File: config.mk
export PLATFORM = sky130hd
export DESIGN_NAME = mpls_label_stack_classifier
export DESIGN_NICKNAME = d
export VERILOG_FILES = /design/src/mlsc_pkg.sv /design/src/mpls_label_stack_classifier.sv /design/src/mlsc_parser.sv /design/src/mlsc_out_stage.sv
export SDC_FILE = /design/constraint.sdc
export NUM_CORES = 1
export LEC_CHECK = 0
export BUFFER_PORTS_ARGS = -buffer_cell sky130_fd_sc_hd__buf_2
export CORE_ASPECT_RATIO = 1.4
export CORE_MARGIN = 5
export CORE_UTILIZATION = 57
export CTS_CLUSTER_SIZE = 16
export DETAILED_ROUTE_END_ITERATION = 6
export GPL_TIMING_DRIVEN = 0
export PLACE_DENSITY = 0.8
export SETUP_SLACK_MARGIN = 0.3
export SLEW_MARGIN = 30
export SYNTH_ARGS = -nofsm -noshare
export SYNTH_HDL_FRONTEND = slang
export SYNTH_SLANG_ARGS = --single-unit
File: constraint.sdc
create_clock -name clk -period 4.8 [get_ports clk]
set_input_delay 0.24 -clock clk [delete_from_list [all_inputs] [get_ports clk]]
set_output_delay 0.24 -clock clk [all_outputs]
set_load 0.005 [all_outputs]
File: src/mlsc_pkg.sv
// Package for the MPLS label stack classifier.
// Holds the shared codes, sizes and the verdict structure; depends on nothing.
`timescale 1ns / 1ps

package mlsc_pkg;

	localparam int MAX_PACKET_BYTES = 16384;
	localparam int OFFSET_W = 14;
	localparam int LABEL_W = 20;
	localparam int OFFSET_LIMIT_INT = (MAX_PACKET_BYTES - 1 < 16383) ?
		(MAX_PACKET_BYTES - 1) : 16383;
	localparam logic [OFFSET_W-1:0] OFFSET_LIMIT = OFFSET_LIMIT_INT[OFFSET_W-1:0];

	localparam logic [LABEL_W-1:0] RESERVED_BELOW = 20'd15;
	localparam logic [OFFSET_W:0] PW_WORD_BYTES = 15'd4;

	localparam logic [3:0] NIB_IPV4 = 4'h4;
	localparam logic [3:0] NIB_IPV6 = 4'h6;
	localparam logic [3:0] NIB_PW = 4'h0;

	localparam logic [LABEL_W-1:0] LBL_IPV4_NULL = 20'd0;
	localparam logic [LABEL_W-1:0] LBL_ALERT = 20'd1;
	localparam logic [LABEL_W-1:0] LBL_IPV6_NULL = 20'd2;
	localparam logic [LABEL_W-1:0] LBL_IMPL_NULL = 20'd3;

	typedef enum logic [1:0] {
		PROTO_V4 = 2'd0,
		PROTO_V6 = 2'd1,
		PROTO_ETH = 2'd2,
		PROTO_NONE = 2'd3
	} proto_t;

	typedef enum logic [2:0] {
		ERR_OK = 3'd0,
		ERR_SMALL = 3'd1,
		ERR_ALERT = 3'd2,
		ERR_NULL = 3'd3,
		ERR_RESERVED = 3'd4,
		ERR_UNKNOWN = 3'd5
	} err_t;

	typedef enum logic [2:0] {
		PH_STACK = 3'b001,
		PH_AWAIT = 3'b010,
		PH_SKIP = 3'b100
	} phase_t;

	typedef struct packed {
		logic emit;
		proto_t proto;
		err_t err;
		logic [OFFSET_W-1:0] offset;
		logic [LABEL_W-1:0] label;
	} verdict_t;

endpackage

File: src/mpls_label_stack_classifier.sv
// MPLS label stack classifier, top level: input register, parser, result register.
// Depends on mlsc_pkg, mlsc_parser and mlsc_out_stage.
// Verdicts are formed from the input register and held in the result register.
// Throughput: one byte per cycle; the byte in the input register moves on whenever the
// result register is empty or being emptied in that cycle.
// Reset: arst_n clears the handshake valids and all parser state to the start of a packet.
`timescale 1ns / 1ps

module mpls_label_stack_classifier import mlsc_pkg::*; (
	input logic clk,
	input logic arst_n,
	input logic in_valid,
	output logic in_ready,
	input logic [7:0] data_byte,
	input logic end_of_packet,
	output logic out_valid,
	input logic out_ready,
	output logic [1:0] next_protocol,
	output logic [2:0] error_code,
	output logic [OFFSET_W-1:0] payload_offset,
	output logic [LABEL_W-1:0] bottom_label
);

	// Input register. It holds one byte; the byte leaves when the parser advances,
	// and a new byte can enter in the same cycle.
	logic valid_s1;
	logic [7:0] byte_s1;
	logic eop_s1;
	logic advance;
	verdict_t verdict;

	// The parser advances only when the result register has room, so a byte that
	// produces a verdict never overwrites one still waiting to be taken.
	assign advance = valid_s1 && (!out_valid || out_ready);
	assign in_ready = !valid_s1 || advance;

	always_ff @(posedge clk or negedge arst_n) begin
		if (!arst_n) begin
			valid_s1 <= 1'b0;
		end else if (in_ready) begin
			valid_s1 <= in_valid;
		end
	end

	always_ff @(posedge clk) begin
		if (in_valid && in_ready) begin
			byte_s1 <= data_byte;
			eop_s1 <= end_of_packet;
		end
	end

	// Parser state advances once per byte and returns to the label stack at
	// every packet end.
	mlsc_parser u_parser (
		.clk(clk),
		.arst_n(arst_n),
		.advance(advance),
		.byte_s1(byte_s1),
		.eop_s1(eop_s1),
		.verdict(verdict)
	);

	// At most one verdict per packet is loaded into the result register.
	mlsc_out_stage u_out (
		.clk(clk),
		.arst_n(arst_n),
		.advance(advance),
		.verdict(verdict),
		.out_ready(out_ready),
		.out_valid(out_valid),
		.next_protocol(next_protocol),
		.error_code(error_code),
		.payload_offset(payload_offset),
		.bottom_label(bottom_label)
	);

endmodule

File: src/mlsc_parser.sv
// Label stack parser: per-packet state and the verdict for one byte.
// Depends on mlsc_pkg.
`timescale 1ns / 1ps

module mlsc_parser import mlsc_pkg::*; (
	input logic clk,
	input logic arst_n,
	input logic advance,
	input logic [7:0] byte_s1,
	input logic eop_s1,
	output verdict_t verdict
);

	logic [23:0] entry_shift_q;
	logic [1:0] byte_in_entry_q;
	logic [OFFSET_W-1:0] byte_offset_q;
	phase_t phase_q;
	logic [LABEL_W-1:0] held_label_q;

	logic [23:0] entry_shift_d;
	logic [1:0] byte_in_entry_d;
	logic [OFFSET_W-1:0] offset_next;
	phase_t phase_d;
	logic [LABEL_W-1:0] held_label_d;
	logic [LABEL_W-1:0] lab;
	logic [OFFSET_W:0] pw_sum;
	logic [OFFSET_W-1:0] pw_offset;

	assign offset_next = (byte_offset_q >= OFFSET_LIMIT) ? OFFSET_LIMIT : byte_offset_q + 1'b1;
	assign pw_sum = {1'b0, byte_offset_q} + PW_WORD_BYTES;
	assign pw_offset = (pw_sum > {1'b0, OFFSET_LIMIT}) ? OFFSET_LIMIT : pw_sum[OFFSET_W-1:0];
	assign lab = entry_shift_q[23:4];

	always_comb begin
		entry_shift_d = entry_shift_q;
		byte_in_entry_d = byte_in_entry_q;
		phase_d = phase_q;
		held_label_d = held_label_q;
		verdict = '{emit: 1'b0, proto: PROTO_NONE, err: ERR_SMALL,
			offset: offset_next, label: '0};
		case (phase_q)
			PH_STACK: begin
				if (byte_in_entry_q != 2'd3) begin
					entry_shift_d = {entry_shift_q[15:0], byte_s1};
					byte_in_entry_d = byte_in_entry_q + 2'd1;
					verdict.emit = eop_s1;
				end else begin
					entry_shift_d = '0;
					byte_in_entry_d = 2'd0;
					if (!entry_shift_q[0]) begin
						verdict.emit = eop_s1;
					end else begin
						verdict.emit = 1'b1;
						verdict.label = lab;
						phase_d = PH_SKIP;
						if (lab == LBL_IPV4_NULL) begin
							verdict.proto = PROTO_V4;
							verdict.err = ERR_OK;
						end else if (lab == LBL_ALERT) begin
							verdict.err = ERR_ALERT;
						end else if (lab == LBL_IPV6_NULL) begin
							verdict.proto = PROTO_V6;
							verdict.err = ERR_OK;
						end else if (lab == LBL_IMPL_NULL) begin
							verdict.err = ERR_NULL;
						end else if (lab < RESERVED_BELOW) begin
							verdict.err = ERR_RESERVED;
						end else if (!eop_s1) begin
							// The verdict waits for the first payload nibble.
							verdict.emit = 1'b0;
							held_label_d = lab;
							phase_d = PH_AWAIT;
						end
					end
				end
			end
			PH_AWAIT: begin
				verdict.emit = 1'b1;
				verdict.label = held_label_q;
				verdict.offset = byte_offset_q;
				verdict.err = ERR_OK;
				phase_d = PH_SKIP;
				case (byte_s1[7:4])
					NIB_IPV4: verdict.proto = PROTO_V4;
					NIB_IPV6: verdict.proto = PROTO_V6;
					NIB_PW: begin
						verdict.proto = PROTO_ETH;
						verdict.offset = pw_offset;
					end
					default: verdict.err = ERR_UNKNOWN;
				endcase
			end
			default: begin
			end
		endcase
	end

	always_ff @(posedge clk or negedge arst_n) begin
		if (!arst_n) begin
			entry_shift_q <= '0;
			byte_in_entry_q <= 2'd0;
			byte_offset_q <= '0;
			phase_q <= PH_STACK;
			held_label_q <= '0;
		end else if (advance) begin
			if (eop_s1) begin
				entry_shift_q <= '0;
				byte_in_entry_q <= 2'd0;
				byte_offset_q <= '0;
				phase_q <= PH_STACK;
				held_label_q <= '0;
			end else begin
				entry_shift_q <= entry_shift_d;
				byte_in_entry_q <= byte_in_entry_d;
				byte_offset_q <= offset_next;
				phase_q <= phase_d;
				held_label_q <= held_label_d;
			end
		end
	end

	a_err_no_proto: assert property (@(posedge clk) disable iff (!arst_n)
		verdict.emit && verdict.err != ERR_OK |-> verdict.proto == PROTO_NONE)
		else $error("error verdict carries a protocol");
	a_await_label: assert property (@(posedge clk) disable iff (!arst_n)
		phase_q == PH_AWAIT |-> held_label_q >= RESERVED_BELOW)
		else $error("awaiting payload with a special label");
	a_eop_clears: assert property (@(posedge clk) disable iff (!arst_n)
		advance && eop_s1 |=> phase_q == PH_STACK && byte_in_entry_q == 2'd0
			&& byte_offset_q == '0)
		else $error("packet end did not clear parser state");
	a_pw_only_await: assert property (@(posedge clk) disable iff (!arst_n)
		verdict.emit && verdict.proto == PROTO_ETH |-> phase_q == PH_AWAIT)
		else $error("pseudowire verdict outside payload peek");

endmodule

File: src/mlsc_out_stage.sv
// Result register of the classifier, with its valid/ready handshake.
// Depends on mlsc_pkg.
`timescale 1ns / 1ps

module mlsc_out_stage import mlsc_pkg::*; (
	input logic clk,
	input logic arst_n,
	input logic advance,
	input verdict_t verdict,
	input logic out_ready,
	output logic out_valid,
	output logic [1:0] next_protocol,
	output logic [2:0] error_code,
	output logic [OFFSET_W-1:0] payload_offset,
	output logic [LABEL_W-1:0] bottom_label
);

	logic out_valid_q;

	always_ff @(posedge clk or negedge arst_n) begin
		if (!arst_n) begin
			out_valid_q <= 1'b0;
		end else if (advance && verdict.emit) begin
			out_valid_q <= 1'b1;
		end else if (out_ready) begin
			out_valid_q <= 1'b0;
		end
	end

	always_ff @(posedge clk) begin
		if (advance && verdict.emit) begin
			next_protocol <= verdict.proto;
			error_code <= verdict.err;
			payload_offset <= verdict.offset;
			bottom_label <= verdict.label;
		end
	end

	assign out_valid = out_valid_q;

endmodule
Word-level counts from Yosys, hierarchy flattened
Cells that the tools add are included.

word-level totals
  register bits after elaboration = 113

cells by class
  $add $sub $neg = 3
  magnitude comparators = 3
  equal/unequal tests = 16
  mux-type cells = 53
  reduce and logical (&&, ||, !) cells = 17

operators by type and width
  operator                                                                        count
  20-bit 2-to-1 mux                                                               11
  24-bit 2-to-1 mux                                                               3
  14-bit 2-to-1 mux                                                               5
  3-bit 2-to-1 mux                                                                14
  20-bit by 2-bit == test with 1-bit output (second input constant)               2
  20-bit one-hot mux with 2 select lines                                          1
  20-bit by 1-bit == test with 1-bit output (second input constant)               1
  20-bit logical NOT                                                              1
  20-bit by 4-bit less-than comparator with 1-bit output (second input constant)  1
  14-bit by 3-bit adder with 15-bit output (second input constant)                1
  15-bit by 14-bit > comparator with 1-bit output (second input constant)         1
  5-bit 2-to-1 mux                                                                3
  14-bit by 1-bit adder with 14-bit output (second input constant)                1
  14-bit greater-or-equal comparator (second input constant)                      1
  2-bit inequality test (second input constant)                                   7
  6-bit one-hot mux with 2 select lines                                           1
  1-bit 2-to-1 mux                                                                9
  9-bit AND reduction                                                             1
  4-bit by 3-bit == test with 1-bit output (second input constant)                2
  2-bit 2-to-1 mux                                                                4
  2-bit one-hot mux with 3 select lines                                           1
  3-bit one-hot mux with 2 select lines                                           1
  2-bit nonzero test                                                              3
  4-bit logical NOT                                                               1
  other kinds (12)                                                                16

Depth between registers and ports, before layout
  depth after elaboration = 11
  depth in mapped cells = 9
  gate-level depth less buffers = 7

By module
From an unflattened synthesis, not the netlist that was laid out.

second synthesis, totals
  cell total of the unflattened synthesis = 446
  area total of the unflattened synthesis = 5,156.2 um2

modules (own cells, without submodules)
  module                       times used  cells each  area each (um2)  sequential area each (um2)
  mlsc_parser                  1           388         3,598.5          1,577.8
  mlsc_out_stage               1           43          1,216.2          1,196.1
  mpls_label_stack_classifier  1           15          341.6            295.3

Least setup slack after synthesis
Ideal clock, no wire load.

  path type = register to register
  start point = register u_parser.entry_shift_q[9]
  end point = register u_out.bottom_label[0] (enable)
  arrival time = 3.159 ns
  data required time = 4.352 ns
  setup slack = 1.193 ns
  cell stages (with the launch flop) = 6
  cells stage by stage = dfrtp_1 nor4_1 nand4_1 nor3_1 o21ai_0 a21oi_1

between the ends
  word-level cells in the longest chain between the ends = 10
  elaborated cells on any way between the ends = 14

ends and longest elaborated chain
  what                                                    line                  RTL
  start: declaration                                      mlsc_parser.sv:14     logic [23:0] entry_shift_q;
  start signal: assignment                                mlsc_parser.sv:113    entry_shift_q <= entry_shift_d;
  20-bit by 4-bit less-than comparator with 1-bit output  mlsc_parser.sv:66     end else if (lab < RESERVED_BELOW) begin
  1-bit 2-to-1 mux                                        mlsc_parser.sv:66
  1-bit 2-to-1 mux                                        mlsc_parser.sv:64     end else if (lab == LBL_IMPL_NULL) begin
  1-bit 2-to-1 mux                                        mlsc_parser.sv:61     end else if (lab == LBL_IPV6_NULL) begin
  3-bit 2-to-1 mux                                        mlsc_parser.sv:59     end else if (lab == LBL_ALERT) begin
  1-bit 2-to-1 mux *                                      mlsc_parser.sv:56     if (lab == LBL_IPV4_NULL) begin
  1-bit 2-to-1 mux *                                      mlsc_parser.sv:50     if (!entry_shift_q[0]) begin
  1-bit 2-to-1 mux *                                      mlsc_parser.sv:43     if (byte_in_entry_q != 2'd3) begin
  6-bit one-hot mux with 2 select lines *                 mlsc_parser.sv:41     case (phase_q)
  1-bit logical AND *                                     mlsc_out_stage.sv:31  if (advance && verdict.emit) begin
  end signal: assignment                                  mlsc_out_stage.sv:35  bottom_label <= verdict.label;
  end: declaration                                        mlsc_out_stage.sv:15  output logic [LABEL_W-1:0] bottom_label

Every way passes the cells marked *; elsewhere a longest branch is shown, timed or not.
A chain may end at the register's enable or synchronous reset.

Worst setup path after layout
  start point = register u_parser.entry_shift_q[9]
  end point = register u_out.error_code[1] (enable)

between the ends
  word-level cells in the longest chain between the ends = 10
  elaborated cells on any way between the ends = 14

ends and longest elaborated chain
  what                                                    line                  RTL
  20-bit by 4-bit less-than comparator with 1-bit output  mlsc_parser.sv:66
  1-bit 2-to-1 mux                                        mlsc_parser.sv:66
  1-bit 2-to-1 mux                                        mlsc_parser.sv:64
  1-bit 2-to-1 mux                                        mlsc_parser.sv:61
  3-bit 2-to-1 mux                                        mlsc_parser.sv:59
  1-bit 2-to-1 mux *                                      mlsc_parser.sv:56
  1-bit 2-to-1 mux *                                      mlsc_parser.sv:50
  1-bit 2-to-1 mux *                                      mlsc_parser.sv:43
  6-bit one-hot mux with 2 select lines *                 mlsc_parser.sv:41
  1-bit logical AND *                                     mlsc_out_stage.sv:31
  end signal: assignment                                  mlsc_out_stage.sv:33  error_code <= verdict.err;
  end: declaration                                        mlsc_out_stage.sv:13  output logic [2:0] error_code,

Marked as above.

==> impl_metrics.json <==
{
  "grt_pass1_vias": 4765,
  "setup_slack_ns": 2.04,
  "syn_nets": 531,
  "min_path_type": "primary input to flop",
  "fin_nets": 615,
  "dr_total_vias": 4616,
  "cts_buffers": 17,
  "ys_seq_area_share_pct": 57.1,
  "fill_cells": 676,
  "irDropWorstVdd_uv": 267,
  "synth_warnings": 0,
  "worstPathCellList": "nor4_1, nand4_1, nor3_1, o21ai_0, a21oi_4, buf_16, buf_16",
  "clkTransAtPathRegs_ns": 0.06,
  "wl_per_cell_um": 20.5,
  "fin_area_mm2": 0.00660,
  "hpwl_um": 10200,
  "worstPathRequired_ns": 4.93,
  "fmax_mhz": 363,
  "die_x_um": 92.1,
  "port_buffers": 53,
  "power_density_mw_per_mm2": 432,
  "root_buffer": "clkbuf_16",
  "dr.first_iter.drc_count": 344,
  "yosysTopAreaCell": "dfrtp_1",
  "skew_ns": 0.00936,
  "die_area_mm2": 0.0115,
  "layout_common_cells": "78 x nand2_1, 64 x buf_2, 64 x dfrtp_1, 48 x o21ai_0, 48 x edfxtp_1",
  "cts_hold_buf": 9,
  "grt_first_pass_wirelength_um": 24000,
  "crit_top_cell": "buf_16",
  "grt_max_degree": 51,
  "setup_tns_ns": 0,
  "place_ws_ns": 2.13,
  "critPathCaptureType": "flop",
  "grt.total_usage_pct": 27.1,
  "fin_hold_ws_ns": 0.00620,
  "pin_count": 54,
  "gp_congestion": 0.949,
  "post_cts_buffers": 0,
  "first_pass_iters": 5,
  "rsz0062_at_grt": "no",
  "fp.coreArea_mm2": 0.00935,
  "synth_area_mm2": 0.00537,
  "timing.final.crit_share_pct": 57.4,
  "synthCells": 514,
  "cp_slowest_stage_delay_ns": 0.49,
  "synth_cell_types": 59,
  "avgSynthCellArea_um2": 10.5,
  "synthArstFlopShare_pct": 57.5,
  "run_status": "finished clean",
  "drc": 0,
  "critPathArrivalTime_ns": 2.88,
  "worstSetupPathType": "flop to flop",
  "mostFrequentLayoutCell": "nand2_1",
  "synth_top_area_share_pct": 29.8,
  "slowest_stage": "dfrtp_1",
  "multiInputGateArea_mm2": 0.00211,
  "fin_total_pwr_mw": 2.85,
  "die_h_um": 125,
  "regArea_mm2": 0.00307,
  "routed_wl_um": 14800,
  "crit_fanout": 20,
  "place_inst": 680,
  "r2r_setup_slack_ns": 2.04,
  "htreeDepth": 4,
  "cts_resized": 0,
  "leakage_nw": 2.74,
  "yosys-top-cells-area": "dfrtp_1 30%, edfxtp_1 27%, a22o_1 6.4%",
  "vias_per_cell": 6.40,
  "area.growth.synth_to_final_pct": 22.8,
  "slew_violations": 0,
  "setup_violations": 0,
  "synthFlopType": "dfrtp_1",
  "timing.final.hold_violations": 0,
  "place_area_mm2": 0.00588,
  "cts_tree": "yes",
  "grt_antenna_before_repair": 0,
  "ys_seq_elements": 113,
  "core.rowCount": 42,
  "slew-limit-headroom_pct": 45.6,
  "grt_overflow": 0,
  "clockBufferDepth": 2,
  "initial_utilization_pct": 57.4,
  "worstSkewPairLatency_ns": 0.42,
  "tightest_slew_ns": 0.810,
  "ant_nets": 0,
  "drv_cap": 0,
  "final_cells": 721,
  "utilization_pct": 70.5,
  "min_period_ns": 2.76,
  "startpoint_type": "flop",
  "drive_gt1_share_pct": 18.2,
  "n_antenna_cell": 0,
  "cts.sinks": 113,
  "synth-edff-count": 48
}
## where the power goes
group	internal, mW	switching (mW)
clock	0.864	0.437
sequential	1.10	0.0758
combinational	0.126	0.241
## sequential cells by signal (all words and copies together), names as in the netlist, 2 cells and up
signal	flops
byte_s1	8
u_out.next_protocol	2
u_out.error_code	3
u_out.payload_offset	14
u_parser.byte_offset_q	14
u_out.bottom_label	20
u_parser.held_label_q	20
u_parser.entry_shift_q	24
u_parser.byte_in_entry_q	2
u_parser.phase_q	3
## cells in the mapped netlist, drive strengths merged, types with 5 or more instances
library cell  number
nand2             78
and3               9
xnor2              5
buf               18
a21oi             26
and2               6
nor2              27
inv                5
clkbuf            27
nand4             11
nand3             14
edfxtp            48
o31ai              6
a22o              39
dfrtp             64
o21ai             49
nor3               8
a31oi             11
nor4               8
## logic make-up after synthesis
logic type                 count (synthesis)  share of synthesized area [%]
buffers and inverters                     50                           3.98
xor gates and xnor gates                   8                           1.30
adders and majority gates                  4                          0.932
and+or+nand+nor                          178                           16.3
AOI/OAI and AO/OA                        158                           19.8
DFF                                      113                           57.1
muxes                                      3                          0.559
## area by class of cell
cell class	instances	share of cell area, %
plain buffers	45	2.96
clock buffers	27	8.61
clock inverters	5	0.892
inverters	5	0.285
multi-input cells	351	31.9
flip-flops and latches	113	46.5
well taps	110	2.09
repair buffers	65	6.68
## routing by layer
layer	global-route usage [%]	part of all wire [%]	vias to the layer above	wire length [um]
li1	-	-	2082	-
met1	30.2	36	2237	5370
met2	45.2	51	224	7560
met3	7.79	6.5	73	966
met4	16.5	6.0	0	883
met5	0	0	-	0
## path summary, 6_finish.rpt
path	from	end	depth (start not counted)
worst min register to register	u_parser.entry_shift_q[1]$_DFFE_PN0P_	u_parser.entry_shift_q[1]$_DFFE_PN0P_	2
worst max register to register	u_parser.entry_shift_q[9]$_DFFE_PN0P_	u_out.error_code[1]$_DFFE_PP_	7
worst min-delay path	data_byte[7]	byte_s1[7]$_DFFE_PP_	1
max in group asynchronous	arst_n	u_parser.phase_q[0]$_DFFE_PN1P_	3
worst max-delay path	u_parser.entry_shift_q[9]$_DFFE_PN0P_	u_out.error_code[1]$_DFFE_PP_	7
min in group asynchronous	arst_n	u_parser.held_label_q[4]$_DFFE_PN0P_	2
## critical path, delay by kind of cell (launching register included)
kind	cells	cell delay [ns]
AOI/OAI and AO/OA	2	0.52
buffers and inverters	2	0.37
DFF	1	0.49
and+or+nand+nor	3	1.08
Power figures use the tool's default switching activity.
